$ cat config.mk
export PLATFORM = sky130hd
export DESIGN_NAME = tcw_ctrl
export DESIGN_NICKNAME = d
export VERILOG_FILES = /design/src/design/tcw_pkg.sv /design/src/design/tcw_ctrl.sv
export SDC_FILE = /design/constraint.sdc
export NUM_CORES = 1
export LEC_CHECK = 0
export BUFFER_PORTS_ARGS = -buffer_cell sky130_fd_sc_hd__buf_2
export CAP_MARGIN = 30
export CORE_AREA = 2 2 39 41
export CTS_BUF_LIST = sky130_fd_sc_hd__clkbuf_8
export CTS_CLUSTER_SIZE = 16
export DETAILED_ROUTE_END_ITERATION = 12
export DIE_AREA = 0 0 41 43
export GPL_ROUTABILITY_DRIVEN = 0
export HOLD_SLACK_MARGIN = 0.12
export PLACE_DENSITY = 0.48
export SLEW_MARGIN = 20
export SYNTH_ARGS = -nofsm -noshare
export SYNTH_HDL_FRONTEND = slang
export SYNTH_SLANG_ARGS = --single-unit
$ cat constraint.sdc
create_clock -name clk -period 2.3 [get_ports clk]
set_input_delay 0 -clock clk [delete_from_list [all_inputs] [get_ports clk]]
set_output_delay 0 -clock clk [all_outputs]
set_load 0.05 [all_outputs]
$ cat src/design/tcw_pkg.sv
`timescale 1ns / 1ps
// ----------------------------------------------------------------------------
// tcw_pkg
// Shared types and constants for the text console writer.
// ----------------------------------------------------------------------------
`default_nettype none

package tcw_pkg;

    localparam int COLS         = 80;
    localparam int ROWS         = 25;
    localparam int CELLS        = COLS * ROWS;
    localparam int SCROLL_CELLS = COLS * (ROWS - 1);
    localparam int COL_W        = $clog2(COLS);
    localparam int ROW_W        = $clog2(ROWS);
    localparam int ADDR_W       = $clog2(CELLS);

    localparam logic [7:0] RESET_BLANK = 8'h07;
    localparam logic [7:0] CH_SPACE    = 8'd32;
    localparam logic [7:0] CH_TILDE    = 8'd126;
    localparam logic [7:0] CH_LF       = 8'd10;
    localparam logic [7:0] CH_CR       = 8'd13;
    localparam logic [7:0] CH_BS       = 8'd8;

    localparam logic [1:0] REQ_PUT   = 2'd0;
    localparam logic [1:0] REQ_SET   = 2'd1;
    localparam logic [1:0] REQ_CLEAR = 2'd2;
    localparam logic [1:0] REQ_READ  = 2'd3;

    localparam logic [1:0] SWP_INIT   = 2'd0;
    localparam logic [1:0] SWP_BLANK  = 2'd1;
    localparam logic [1:0] SWP_SCROLL = 2'd2;

    typedef struct packed {
        logic [1:0] req_type;
        logic [7:0] char_code;
        logic [3:0] fore_color;
        logic [3:0] back_color;
        logic [7:0] col_in;
        logic [7:0] row_in;
    } tcw_req_t;

    typedef struct packed {
        logic [6:0]  cursor_col;
        logic [4:0]  cursor_row;
        logic [10:0] cursor_offset;
        logic [7:0]  read_char;
        logic [7:0]  read_attr;
        logic        scrolled;
    } tcw_rsp_t;

    typedef struct packed {
        logic       capture;
        logic       exec;
        logic       sweep;
        logic [1:0] sweep_mode;
    } tcw_cmd_t;

    typedef struct packed {
        logic [1:0] req_type;
        logic       need_scroll;
        logic       sweep_last;
    } tcw_stat_t;

endpackage

`default_nettype wire

$ cat src/design/tcw_ctrl.sv
`timescale 1ns / 1ps
// ----------------------------------------------------------------------------
// tcw_ctrl
// Sequencer: reset fill, request execute, clear/scroll sweep, response.
// ----------------------------------------------------------------------------
`default_nettype none

module tcw_ctrl
    import tcw_pkg::*;
(
    input  wire logic      clk,
    input  wire logic      rst_n,
    input  wire logic      start,
    output logic           busy,
    output logic           done,
    input  wire tcw_stat_t stat,
    output tcw_cmd_t       cmd
);

    localparam logic [2:0] ST_INIT  = 3'd0;
    localparam logic [2:0] ST_IDLE  = 3'd1;
    localparam logic [2:0] ST_EXEC  = 3'd2;
    localparam logic [2:0] ST_SWEEP = 3'd3;
    localparam logic [2:0] ST_DONE  = 3'd4;

    logic [2:0] state_reg, state_next;

    always_comb
    begin
        state_next     = state_reg;
        cmd            = '0;
        cmd.sweep_mode = SWP_INIT;
        unique case (state_reg)
            ST_INIT:
            begin
                cmd.sweep      = 1'b1;
                cmd.sweep_mode = SWP_INIT;
                if (stat.sweep_last)
                begin
                    state_next = ST_IDLE;
                end
            end
            ST_IDLE:
            begin
                if (start)
                begin
                    cmd.capture = 1'b1;
                    state_next  = ST_EXEC;
                end
            end
            ST_EXEC:
            begin
                cmd.exec = 1'b1;
                if ((stat.req_type == REQ_CLEAR) || stat.need_scroll)
                begin
                    state_next = ST_SWEEP;
                end
                else
                begin
                    state_next = ST_DONE;
                end
            end
            ST_SWEEP:
            begin
                cmd.sweep      = 1'b1;
                cmd.sweep_mode = (stat.req_type == REQ_CLEAR) ? SWP_BLANK : SWP_SCROLL;
                if (stat.sweep_last)
                begin
                    state_next = ST_DONE;
                end
            end
            ST_DONE:
            begin
                state_next = ST_IDLE;
            end
            default:
            begin
                state_next = ST_IDLE;
            end
        endcase
    end

    always_ff @(posedge clk or negedge rst_n)
    begin
        if (!rst_n)
        begin
            state_reg <= ST_INIT;
        end
        else
        begin
            state_reg <= state_next;
        end
    end

    assign busy = (state_reg != ST_IDLE);
    assign done = (state_reg == ST_DONE);

    a_accept_busy: assert property (@(posedge clk) disable iff (!rst_n)
        (start && !busy) |=> (state_reg == ST_EXEC))
        else $error("accepted word did not enter execute");

    a_done_single: assert property (@(posedge clk) disable iff (!rst_n)
        done |=> (!done && !busy))
        else $error("response strobe not followed by idle");

    a_exec_from_idle: assert property (@(posedge clk) disable iff (!rst_n)
        (state_reg == ST_EXEC) |-> $past(state_reg == ST_IDLE && start))
        else $error("execute without an accepted word");

    a_cmd_excl: assert property (@(posedge clk) disable iff (!rst_n)
        !(cmd.exec && cmd.sweep) && !(cmd.capture && busy))
        else $error("conflicting datapath commands");

endmodule

`default_nettype wire

---- Word-level counts from Yosys, hierarchy flattened ----
Cells that the tools add are included.
Widths: inputs -> output; s select.
storage, ports and cells
  flip-flop bits (word level) ............. 3
  input port bits ......................... 7
  output and inout bits ................... 7
  word-level logic and storage cells ...... 23
operators by class
  equality and inequality tests ........... 9
  mux-type cells .......................... 10
  reduce and logical (&&, ||, !) cells .... 3
operator list
  cell                count
  $mux 3              4
  $pmux 3 s4          1
  $eq 3x2->1 const B  2
  $ne 2x2->1 const B  3
  $pmux 3 s2          1
  $eq 3x1->1 const B  1
  $eq 3x3->1 const B  1
  $logic_not 3->1     1
  $mux 1              3
  $ne 3x1->1 const B  1
  $reduce_and 3->1    1
  $eq 2x2->1 const B  1
  $mux 2              1
  $logic_or 1x1->1    1

---- Logic depth before layout (Yosys ltp) ----
Gate-level depths: netlist of run 1.
  word-level depth ........................ 4
  gate-level depth with buffers ........... 4
  gate-level depth less buffers ........... 3

---- Worst setup path before layout of run 1 ----
Ideal clock, no wire load.
  path type ............................... flip-flop to output port
  from .................................... register state_reg[0]
  to ...................................... output done
  data arrival time ....................... 1.636 ns
  data required time ...................... 2.300 ns
  slack ................................... 0.664 ns
  cell stages (with the launch flop) ...... 3
  buffers on the path ..................... 1
  cells stage by stage .................... dfrtp_1 > buf_6 > nor3b_1
between the ends
  word-level cells in the longest chain between the ends .. 1
ends and longest elaborated chain
  element                 line            text
  start, declared         tcw_ctrl.sv:26  logic [2:0] state_reg, state_next;
  start signal, assigned  tcw_ctrl.sv:91  state_reg <= state_next;
  $eq 3x3->1              tcw_ctrl.sv:96  assign done = (state_reg == ST_DONE);
  end, declared           tcw_ctrl.sv:15  output logic done,
No other way between the ends.

==> metrics, run 1 <==
H-tree Lvls=1; reg2reg path depth=2; Critical Path AT=1.49 ns; RSZ-0062 raised after global routing=no; clk buf depth=2; Area growth syn-to-layout=64.5%; Core Region=1380 µm²; GRT Util Overall=6.65%; antenna violations before repair=0; Area contributors post-synth=dfrtp_1, nor2_1, nor2b_1, buf_6, nor2_4; PD cells=1800 nW/µm²; post-cts resize count=0; Sinks on Clock Net=3; Critical Path Slowest Stage Cell=dfrtp_1; hold-critical path depth=3; via count=221; layout net count=50; DR iter-0 viols=2; drt via density=3.81; setup slack, reg-to-reg=1.08 ns; port bufs=13; WS Path Type=flop to output port; setup TNS=0 ns; total CTS buffers=3; unique cell type count in the Yosys netlist=16; max-slew violation count=0; area of the die=1760 µm²; RR Startpoint=state_reg[0]; Tot Pwr=639 µW; max_cap viols=0; run status=finished clean; CTS clk-pin slew, worst paths=0.03 ns; clock root cell=clkbuf_8; first-pass GRT wire length=roughly 700 µm; Pre-antenna DRT Iters=3; clock latency on the worst-skew pair=about 0.22 ns; register bit total from synthesis=3; layout cells sized above 1=47.6%; max reg flops=3; FMAX=672 MHz; vias in the first global route=about 170; Static Leak=0.000192 µW; pin count of the biggest net entering global routing=11; number of setup violations in the final report=0; Hold Slack=0.131 ns; Avg Cell Area, Syn=between 8 and 9 µm²; final hold viol count=0; Hold Startpoint=stat[1]; Mapped Cells=24; syn_nets=31; cell area after synthesis=215 µm²; Clock Skew=0.000892 ns; Antenna Nets Post-Route=0; worst reg2reg endpoint=state_reg[0]; relative slew slack=between 80% and 90%; # DRC=0; Avg WL per Cell=8.26 µm; Crit Path Max Fanout=10; Worst-Margin Slew=0.280 ns; worst stage delay on the critical path=0.49 ns; Rows=14; hold path endpoint=state_reg[2]; Critical Path, Cell by Cell=or3b_4 -> nor2_4 -> buf_2; minimum clock period=1.49 ns; Max VDD drop=0.677 mV; total global routing overflow=0; Initial Util=15.6%; CP startpoint kind=flop; HP Class=input port to flop; Synth area leader=dfrtp_1; wirelength, routed=479 µm; Worst EP required=2.30 ns; io pins=14; final antenna diode count=0; Synth warnings=0; CP Capture Type=output port; DIE HEIGHT=approximately 43 µm; die width=roughly 41 µm; TritonCTS clock tree=built; Seq/Total Area, Yosys=34.9%; Filler cells=156; Final period util=64.7%; top-area cell type share of the netlist area=about a third
==> layout by cell type (no fill, tap or decap) <==
cell type and count:
nand2b_1 1, a211o_1 1, nor2_4 1, clkbuf_8 3
or3b_4 1, a211oi_1 1, nand2_1 2, xor2_1 1
dfrtp_1 3, and3_2 1, buf_2 13, o31a_1 1
nor3b_1 1, nor2b_1 2, dlygate4sd3_1 2, a21o_2 1
inv_1 2, nor2_1 5
==> metal layers <==
layer / share of wire, % / GRT usage, %
met1: 42 / 8.12
met2: 41 / 6.88
met3: 14 / 3.66
met4: 3.8 / 8.00
met5: 0 / 0
==> critical path: cells and delay by family, from the launching register on <==
family | cells | cell delay, ns
and+or+nand+nor | 2 | 0.53
buffers and inverters | 1 | 0.26
DFF | 1 | 0.49
==> through the flow <==
stage / area (µm²) / setup slack [ns] / std cells / utilization, %
2_1_floorplan: 215 / 0.664 / 24 / -
3_3_place_gp: 289 / 1.05 / 52 / 20.9
3_5_place_dp: 289 / 1.03 / 52 / 20.9
4_1_cts: 354 / 0.799 / 58 / 25.6
5_1_grt: 354 / 0.766 / 58 / 25.6
6_report: 354 / 0.811 / 58 / 25.6
==> cells in the mapped netlist (all sizes together) <==
cell,count
a21o,1
nor2,6
nand2,2
nor3b,1
inv,1
buf,1
a211oi,1
nor2b,2
and3,1
xor2,1
or3b,1
dfrtp,3
o31a,1
nand2b,1
a211o,1
==> worst max path at each step <==
stage                  end  cells after the start          from
floorplan             done                      2  state_reg[0]
global placement    cmd[4]                      3  state_reg[0]
detailed placement  cmd[4]                      3  state_reg[0]
CTS                 cmd[4]                      3  state_reg[0]
global route        cmd[4]                      3  state_reg[0]
finish              cmd[4]                      3  state_reg[0]
==> report_power, final <==
part           internal [µW]  switching [µW]  leakage, µW
Clock                    114            34.5    0.0000269
Combinational            113             257     0.000128
Sequential              75.7            44.2    0.0000375
==> area by class of cell <==
| type | instances | area [µm²] | area share [%] |
|---|---|---|---|
| clock buffer | 3 | 41.3 | 11.7 |
| clock inverter | 1 | 3.75 | 1.06 |
| inverter | 1 | 3.75 | 1.06 |
| multi-input combinational | 19 | 125 | 35.3 |
| sequential | 3 | 75.1 | 21.2 |
| tap | 16 | 20.0 | 5.65 |
| timing repair buffer | 15 | 85.1 | 24.0 |
==> timing repair <==
action | 4_1_cts | 5_1_grt
hold buffers | 2 | 0
endpoints found under the hold margin | 3 | 0
setup buffers | 0 | 0
==> cell families after synthesis <==
kind of cell           synth area share [%]
XOR/XNOR                               4.07
AO/OA/AOI/OAI                          15.7
buffers and inverters                  6.97
AND/OR/NAND/NOR                        38.4
flip-flops                             34.9
No activity file was read; power rests on OpenSTA's default activity.
==> run 2, diff against run 1 <==
Settings changed: ABC_AREA from default to 1, PLACE_DENSITY 0.48 to 0.53.
Clock period 2.3 ns to 1.3 ns, I/O delays scaled along.
==> run 2 against run 1 <==
  * Final cell count up 28%
  * Power up 100%
  * Wire length up 16%
  * Register-to-register slack worse by 0.86 ns
  * Largest cell class unchanged
  * Critical path type unchanged
  * Clock skew up 0.00079 ns
  * Critical endpoint is now cmd[1]
  * Via count up 37%
==> metrics, run 2 <==
most frequent cells in the layout=nand2_1, buf_2, nand3_1; Crit Path Max Fanout=6; die width=41 µm; unique cell type count in the Yosys netlist=15; H-tree Lvls=1; Finished Core Util=31.8%; layout net count=66; CTS clk-pin slew, worst paths=0.03 ns; worst slack at placement=0.143 ns; WS Path Type=flop to output port; Cell Count, Final, Fillers Out=74; layout cells sized above 1=56.9%; Rows=14; CP Capture Type=output port; Worst-Margin Slew=0.248 ns; max_cap viols=0; port bufs=13; Area contributors post-synth=dfrtp_1, nand2_1, nand2_2, nand3_1, nand3_2; HP Class=input port to flop; minimum clock period=roughly 1.2 ns; syn_nets=between 40 and 50; vias in the first global route=about 250; Avg Cell Area, Syn=6.80 µm²; first-pass GRT wire length=924 µm; post-synthesis mux area share=0%; FMAX=805 MHz; Synth Area in Adders=0%; Critical Path AT=1.24 ns; Worst EP required=1.30 ns; most frequent cell after synthesis=nand2_1; DR iter-0 viols=3; Antenna Nets Post-Route=0; total CTS buffers=3; antenna violations before repair=0; area of the die=approximately 1800 µm²; simple-gate portion of the synthesized area=between 50 and 60%; Final WS setup=0.0582 ns; wirelength, routed=between 500 and 600 µm; Avg WL per Cell=around 7.5 µm; Clock Skew=0.00168 ns; max reg flops=3; clk buf depth=2; setup TNS=0 ns; cell area after synthesis=265 µm²; Max VDD drop=0.854 mV; max-slew violation count=0; commonest cells in the netlist=nand2_1, nand3_1, nand2_2, nor2_1, dfrtp_1; Core Region=between 1000 and 1500 µm²; EDFF count, synth=0; Synth Area in Compound Gates=3.77%; CP startpoint kind=flop; Synth area leader=dfrtp_1; Sinks on Clock Net=3; PD cells=2970 nW/µm²; io pins=14; Seq/Total Area, Yosys=28.3%; DIE HEIGHT=43 µm; DP Wirelength=450 µm; Synth warnings=0; top-area cell type share of the netlist area=between 20% and 30%; Final period util=95.5%; TritonCTS clock tree=built; Static Leak=0.000229 µW; register bit total from synthesis=3; Mapped Cells=39; final antenna diode count=0; Initial Util=19.2%; FFs w/ async S/R, synth=100%; via count=303; Area growth syn-to-layout=66.0%; clock root cell=clkbuf_8; relative slew slack=around 84%; # DRC=0; GRT Util Overall=7.75%; total global routing overflow=0; Pre-antenna DRT Iters=2; XOR/XNOR share of the synthesized area=0%; Cells after DPL=between 60 and 70; run status=finished clean; drt via density=4.09; final hold viol count=0; largest family of logic cells by synthesized area=simple AND/OR/NAND/NOR gates; Tot Pwr=1310 µW; pin count of the biggest net entering global routing=9; clock latency on the worst-skew pair=around 0.22 ns; number of setup violations in the final report=0; Top FF cell, synth=dfrtp_1
-- run 2: final cells by class --
type                       instances  area [µm²]
clock buffer                       3        41.3
multi-input combinational         30         171
clock inverter                     1        3.75
timing repair buffer              16         105
tap                               16        20.0
sequential                         3        77.6
fill                             152         943
inverter                           5        21.3
-- run 2: kinds of logic (layout without fill, tap and decap cells) --
family,count (synthesis),count (layout)
AO/OA/AOI/OAI,2,2
buffers and inverters,6,25
flip-flops,3,3
AND/OR/NAND/NOR,28,28
-- run 2: layer usage --
metal | GRT usage, % | vias to the layer above | part of all wire, %
li1 | - | 160 | -
met1 | 10.4 | 128 | 45
met2 | 10.3 | 13 | 45
met3 | 1.57 | 2 | 6.7
met4 | 6.00 | 0 | 2.9
met5 | 0 | - | 0
-- run 2: timing repair --
item,4_1_cts,5_1_grt
hold endpoints to repair,4,0
pin swaps,0,0
resized for setup,2,5
setup endpoints to repair,4,4
hold buffers,3,0
buffers inserted,0,0
-- run 2: where the power goes --
part	switching, µW	total, µW	internal [µW]
clock network	62.1	263	201
logic	569	802	233
registers	96.9	242	145
total	728	1310	579
-- run 2: through the flow --
step                      hold slack [ns]  instance area, µm²
after global placement             -0.204                 350
after CTS                           0.140                 429
after floorplan                    -0.296                 277
final                               0.132                 440
after detailed placement           -0.203                 350
after global routing                0.187                 440
-- run 2: worst paths after layout --
check	start	to	slack (ns)	depth (start not counted)
max	state_reg[2]	cmd[1]	0.06	4
min	stat[0]	state_reg[1]	0.13	4
max reg2reg	state_reg[2]	state_reg[1]	0.22	6
min reg2reg	state_reg[0]	state_reg[0]	0.63	2
max in group asynchronous	rst_n	state_reg[1]	0.50	3
min in group asynchronous	rst_n	state_reg[2]	0.64	3
-- run 2: critical path, cell delays in order, from the launching register on --
cell      delay, ns
dfrtp_1        0.40
inv_2          0.13
nand3_2        0.14
a21oi_2        0.12
clkbuf_4       0.23
